`src/design/rht_pkg.sv`:
```
// Shared types and constants for the reflection hit test pipeline.
// No dependencies; every stage module imports this package.
`default_nettype none

package rht_pkg;

    // Control that travels with each word down the pipeline
    typedef struct packed {
        logic valid;
        logic degenerate;
    } rht_tag_t;

    // The mirror formula scales v.N by two: applied as a left shift
    localparam int unsigned MIRROR_SHIFT = 1;

endpackage

`default_nettype wire

```
`src/design/rht_diff_stage.sv`:
```
// Stage 1: coordinate differences, segment normal and zero-length detection.
// Depends on rht_pkg for the pipeline tag type.
`default_nettype none

module rht_diff_stage #(
    parameter int COORD_BITS = 16
) (
    input  wire logic                          clk,
    input  wire logic                          rst_n,
    input  wire logic                          in_valid,
    output logic                               in_ready,
    input  wire logic signed [COORD_BITS-1:0]  sx,
    input  wire logic signed [COORD_BITS-1:0]  sy,
    input  wire logic signed [COORD_BITS-1:0]  ex,
    input  wire logic signed [COORD_BITS-1:0]  ey,
    input  wire logic signed [COORD_BITS-1:0]  ox,
    input  wire logic signed [COORD_BITS-1:0]  oy,
    input  wire logic signed [COORD_BITS-1:0]  tx,
    input  wire logic signed [COORD_BITS-1:0]  ty,
    output rht_pkg::rht_tag_t                  out_tag,
    input  wire logic                          out_ready,
    output logic signed [COORD_BITS:0]         nx,
    output logic signed [COORD_BITS:0]         ny,
    output logic signed [COORD_BITS:0]         vx [2],
    output logic signed [COORD_BITS:0]         vy [2],
    output logic signed [COORD_BITS:0]         dtx [2],
    output logic signed [COORD_BITS:0]         dty [2]
);
    import rht_pkg::*;

    localparam int D = COORD_BITS + 1;

    rht_tag_t tag_reg, tag_next;
    logic signed [D-1:0] nx_reg, nx_next, ny_reg, ny_next;
    logic signed [D-1:0] vx_reg [2];
    logic signed [D-1:0] vx_next [2];
    logic signed [D-1:0] vy_reg [2];
    logic signed [D-1:0] vy_next [2];
    logic signed [D-1:0] tx_reg [2];
    logic signed [D-1:0] tx_next [2];
    logic signed [D-1:0] ty_reg [2];
    logic signed [D-1:0] ty_next [2];

    assign in_ready = !tag_reg.valid || out_ready;

    always_comb
    begin
        tag_next.valid      = in_valid;
        tag_next.degenerate = (sx == ex) && (sy == ey);
        // N = (d.y, -d.x) with d = E - S
        nx_next    = D'(ey) - D'(sy);
        ny_next    = D'(sx) - D'(ex);
        // corner 0 works from S, corner 1 from E
        vx_next[0] = D'(ox) - D'(sx);
        vy_next[0] = D'(oy) - D'(sy);
        tx_next[0] = D'(tx) - D'(sx);
        ty_next[0] = D'(ty) - D'(sy);
        vx_next[1] = D'(ox) - D'(ex);
        vy_next[1] = D'(oy) - D'(ey);
        tx_next[1] = D'(tx) - D'(ex);
        ty_next[1] = D'(ty) - D'(ey);
    end

    always_ff @(posedge clk or negedge rst_n)
    begin
        if (!rst_n)
        begin
            tag_reg <= '0;
        end
        else if (in_ready)
        begin
            tag_reg <= tag_next;
        end
    end

    always_ff @(posedge clk)
    begin
        if (in_ready && in_valid)
        begin
            nx_reg <= nx_next;
            ny_reg <= ny_next;
            vx_reg <= vx_next;
            vy_reg <= vy_next;
            tx_reg <= tx_next;
            ty_reg <= ty_next;
        end
    end

    assign out_tag = tag_reg;
    assign nx      = nx_reg;
    assign ny      = ny_reg;
    assign vx      = vx_reg;
    assign vy      = vy_reg;
    assign dtx     = tx_reg;
    assign dty     = ty_reg;

endmodule

`default_nettype wire

```
`config.mk`:
```
export PLATFORM = sky130hd
export DESIGN_NAME = rht_diff_stage
export DESIGN_NICKNAME = d
export VERILOG_FILES = /design/src/design/rht_pkg.sv /design/src/design/rht_diff_stage.sv
export SDC_FILE = /design/constraint.sdc
export NUM_CORES = 1
export LEC_CHECK = 0
export BUFFER_PORTS_ARGS = -buffer_cell sky130_fd_sc_hd__buf_4
export CAP_MARGIN = 30
export CORE_ASPECT_RATIO = 0.8
export CORE_MARGIN = 8
export CORE_UTILIZATION = 45
export DETAILED_ROUTE_END_ITERATION = 16
export GPL_TIMING_DRIVEN = 0
export PLACE_DENSITY = 0.69
export SYNTH_ARGS = -nofsm -noshare
export SYNTH_HDL_FRONTEND = slang
export SYNTH_SLANG_ARGS = --single-unit
```
`constraint.sdc`:
```
create_clock -name clk -period 9.7 [get_ports clk]
set_input_delay 0 -clock clk [delete_from_list [all_inputs] [get_ports clk]]
set_output_delay 0 -clock clk [all_outputs]
set_load 0.01 [all_outputs]
```
==> impl_metrics.csv <==
group,metric,value,unit
clocking,cts-hold-fix-buffers,10,
die,core_area,27160,um2
status,status,"completed",
die,ios,305,
synth,synth_ff_type,"edfxtp_1",
placement,io_buffers,304,
synth,syn_inst,1194,
setup_path,worst_setup_path_end_kind,"flip-flop",
die,start_util,45.58,%
timing,clock.fmax,347.8,MHz
routing,wl_per_cell,19.57,um
pwr,internal_power,1.615,mW
clocking,clockBufferDepth,2,
routing,num_vias,10334,
clocking,cts_resized,0,
clocking,htreeDepth,4,
synth,ys_seq_elements,172,
synth,synth.avg_cell_area,10.37,um2
setup_path,critical_path.slowest_cell,"dlygate4sd3_1",
flow_run,max_cap_violations,0,
cells_and_area,drive_gt1_share,23.15,%
timing,finalCritPeriodShare,29.65,%
setup_path,start_kind,"input pin",
global_route,grt_max_degree,72,
die,die-area,33110,um2
clocking,clk_pin_slew,0.08,ns
clocking,clk-insertion-delay-late,0.44,ns
cells_and_area,fillers,2350,
global_route,grt_use_total,21.81,%
pwr,clockPowerShare,27.6,%
synth,synth.distinct_cells,62,
routing,dr.pass1.iters,7,
clocking,cts_tree,"built",
setup_path,crit_path_frequent_cell,"o21ai_0",
timing,tns,0,ns
clocking,cts-root-buf,"clkbuf_16",
routing,drt_iter0_markers,651,
cells_and_area,fin_nets,1831,
placement,gp_congestion,0.9155,
synth,yosysSeqAreaShare,41.64,%
pwr,p_switching,0.7555,mW
setup_path,path_delay_family,"compound AO/OA/AOI/OAI gates",
pwr,ir_drop,0.1105,mV
clocking,numClockSinks,172,
routing,drt_wl_total,37.31,mm
clocking,post_cts_buffers,0,
timing,finalHoldViolCount,0,
timing,max_slew_margin,48.62,%
synth,synth_area,12380,um2
setup_path,path_buf_inv,2,
synth,yosysWarnings,0,
timing,clock_skew,0.009530,ns
clocking,cts_buffers,17,
routing,final_antenna_net_count,0,
global_route,grt_pass1_wl,56.73,mm
cells_and_area,final_cell_mix,"buf_4, edfxtp_1, ha_1",
pwr,power.density,150.0,nW/um2
setup_path,cp_max_fo,3,
cells_and_area,area_growth,27.62,%
timing,final-max-slew-violation-count,0,
die,chipHeight,164.4,um
global_route,grt_pass1_vias,10660,
routing,drc,0,
timing,tightest_slew,0.7707,ns
cells_and_area,final_common_cell,"buf_4",
pwr,seqPwrFrac,40.8,%
timing,rsz0062_at_grt,"false",
pwr,power,2.370,mW
synth,syn-num-nets,1496,
pwr,pwr-share-comb,31.6,%
pwr,cellLeakagePower,7.105,nW
synth,synth_edf_count,170,
global_route,grt-ovfl-total,0,
hold_path,hold_path_class,"in2reg",
synth,async_flop_share,1.163,%
pwr,p_sw_share,31.88,%
setup_path,cp.arrival,3.05,ns
routing,viasPerCell,5.422,
setup_path,path_class,"in2reg",
global_route,antenna_found_initial,0,
setup_path,crit_chain,"dlygate4sd3_1, buf_4, ha_1, fa_1, nor2b_1, o21ai_0, a21boi_1, o21ai_0, a21oi_1, a31oi_1, nor3b_1, nor3_1",
setup_path,max_stage_delay,0.54,ns
placement,dp_hpwl,30.46,mm
timing,min_period,2.876,ns
setup_path,required,9.87,ns
die,die_w,201.4,um
die,rows,54,
cells_and_area,antenna_cells,0,
timing,setup_viol,0,
routing by layer:
layer | global-route usage (%) | share of wire [%]
met1 | 25.46 | 41
met2 | 38.50 | 49
met3 | 6.860 | 8.3
met4 | 5.834 | 1.8
met5 | 0 | 0
synth_stat cells (5+ instances only):
master | count | area share (%)
nand2b_1 | 18 | 0.91
fa_1 | 10 | 1.6
xnor2_1 | 92 | 6.5
o21ai_0 | 73 | 3.0
edfxtp_1 | 170 | 41
o211ai_1 | 6 | 0.36
a21boi_1 | 5 | 0.30
a21oi_1 | 92 | 3.7
and3_1 | 7 | 0.35
ha_1 | 160 | 16
a31oi_1 | 10 | 0.51
inv_1 | 128 | 3.9
o31ai_1 | 5 | 0.30
nand4_1 | 10 | 0.51
nor2b_1 | 38 | 1.9
o21bai_1 | 10 | 0.61
nor3_1 | 17 | 0.69
xor2_1 | 31 | 2.2
a21boi_0 | 5 | 0.30
nor4_1 | 6 | 0.30
nand3_1 | 22 | 0.89
o21ai_1 | 8 | 0.32
nor2_1 | 73 | 2.2
and2_1 | 5 | 0.25
a21o_1 | 39 | 2.4
nand2_1 | 52 | 1.6
clkbuf_1 | 6 | 0.18
o21a_1 | 22 | 1.3
a211oi_1 | 6 | 0.36
worst paths after layout:
| path | startpoint | endpoint | slack [ns] | cells past startpoint |
|---|---|---|---|---|
| worst max register to register | out_tag[1] | ny[7] | 7.66 | 3 |
| min in group asynchronous | rst_n | out_tag[1] | 0.43 | 3 |
| max in group asynchronous | rst_n | out_tag[0] | 9.12 | 3 |
| worst min-delay path | ey[1] | vy[1] | 0.02 | 3 |
| worst min register to register | out_tag[0] | out_tag[0] | 0.57 | 2 |
| worst max-delay path | ex[0] | vx[14] | 6.82 | 12 |
area by class of cell:
cell class | count | area [um2] | share of cell area [%]
clock inverter | 13 | 91.34 | 0.5781
clock buffer | 19 | 432.9 | 2.740
multi-input combinational | 888 | 6725 | 42.56
sequential | 172 | 5155 | 32.63
tap | 364 | 455.4 | 2.882
buffer | 6 | 22.52 | 0.1425
timing repair buffer | 316 | 2437 | 15.43
inverter | 128 | 480.5 | 3.041
worst min-delay path, stage by stage:
cell   delay (ns)
buf_4        0.11
fa_1         0.16
inv_1        0.04
cell families after synthesis:
| group | after synthesis | share of synthesized area, % |
|---|---|---|
| AO/OA/AOI/OAI | 326 | 16.88 |
| AND/OR/NAND/NOR | 267 | 10.75 |
| flip-flops | 172 | 41.64 |
| adder cells (fa/ha/maj) | 170 | 17.79 |
| buffers and inverters | 134 | 4.063 |
| XOR/XNOR | 123 | 8.701 |
| multiplexers | 2 | 0.1819 |
power groups by stage:
stage	sequential (mW)	clock [mW]	combinational, mW
2_1_floorplan	1.02	0	0.412
4_1_cts	0.968	0.666	0.750
6_report	0.967	0.653	0.750
5_1_grt	0.974	0.686	0.822
3_5_place_dp	0.983	0	0.742
3_3_place_gp	0.993	0	0.722
stage by stage:
step           hold slack [ns]  utilization (%)  setup WS, ns  area [um2]  std cells
3_3_place_gp           -0.2152            55.66         2.823       15120       1862
3_5_place_dp           -0.2098            55.87         6.980       15180       1864
2_1_floorplan          -0.2956                -         4.620       12380       1194
4_1_cts               0.001386            58.17         6.885       15800       1906
6_report               0.01941            58.17         6.824       15800       1906
5_1_grt               0.007678            58.17         6.734       15800       1906
No activity file was read; power rests on OpenSTA's default activity.
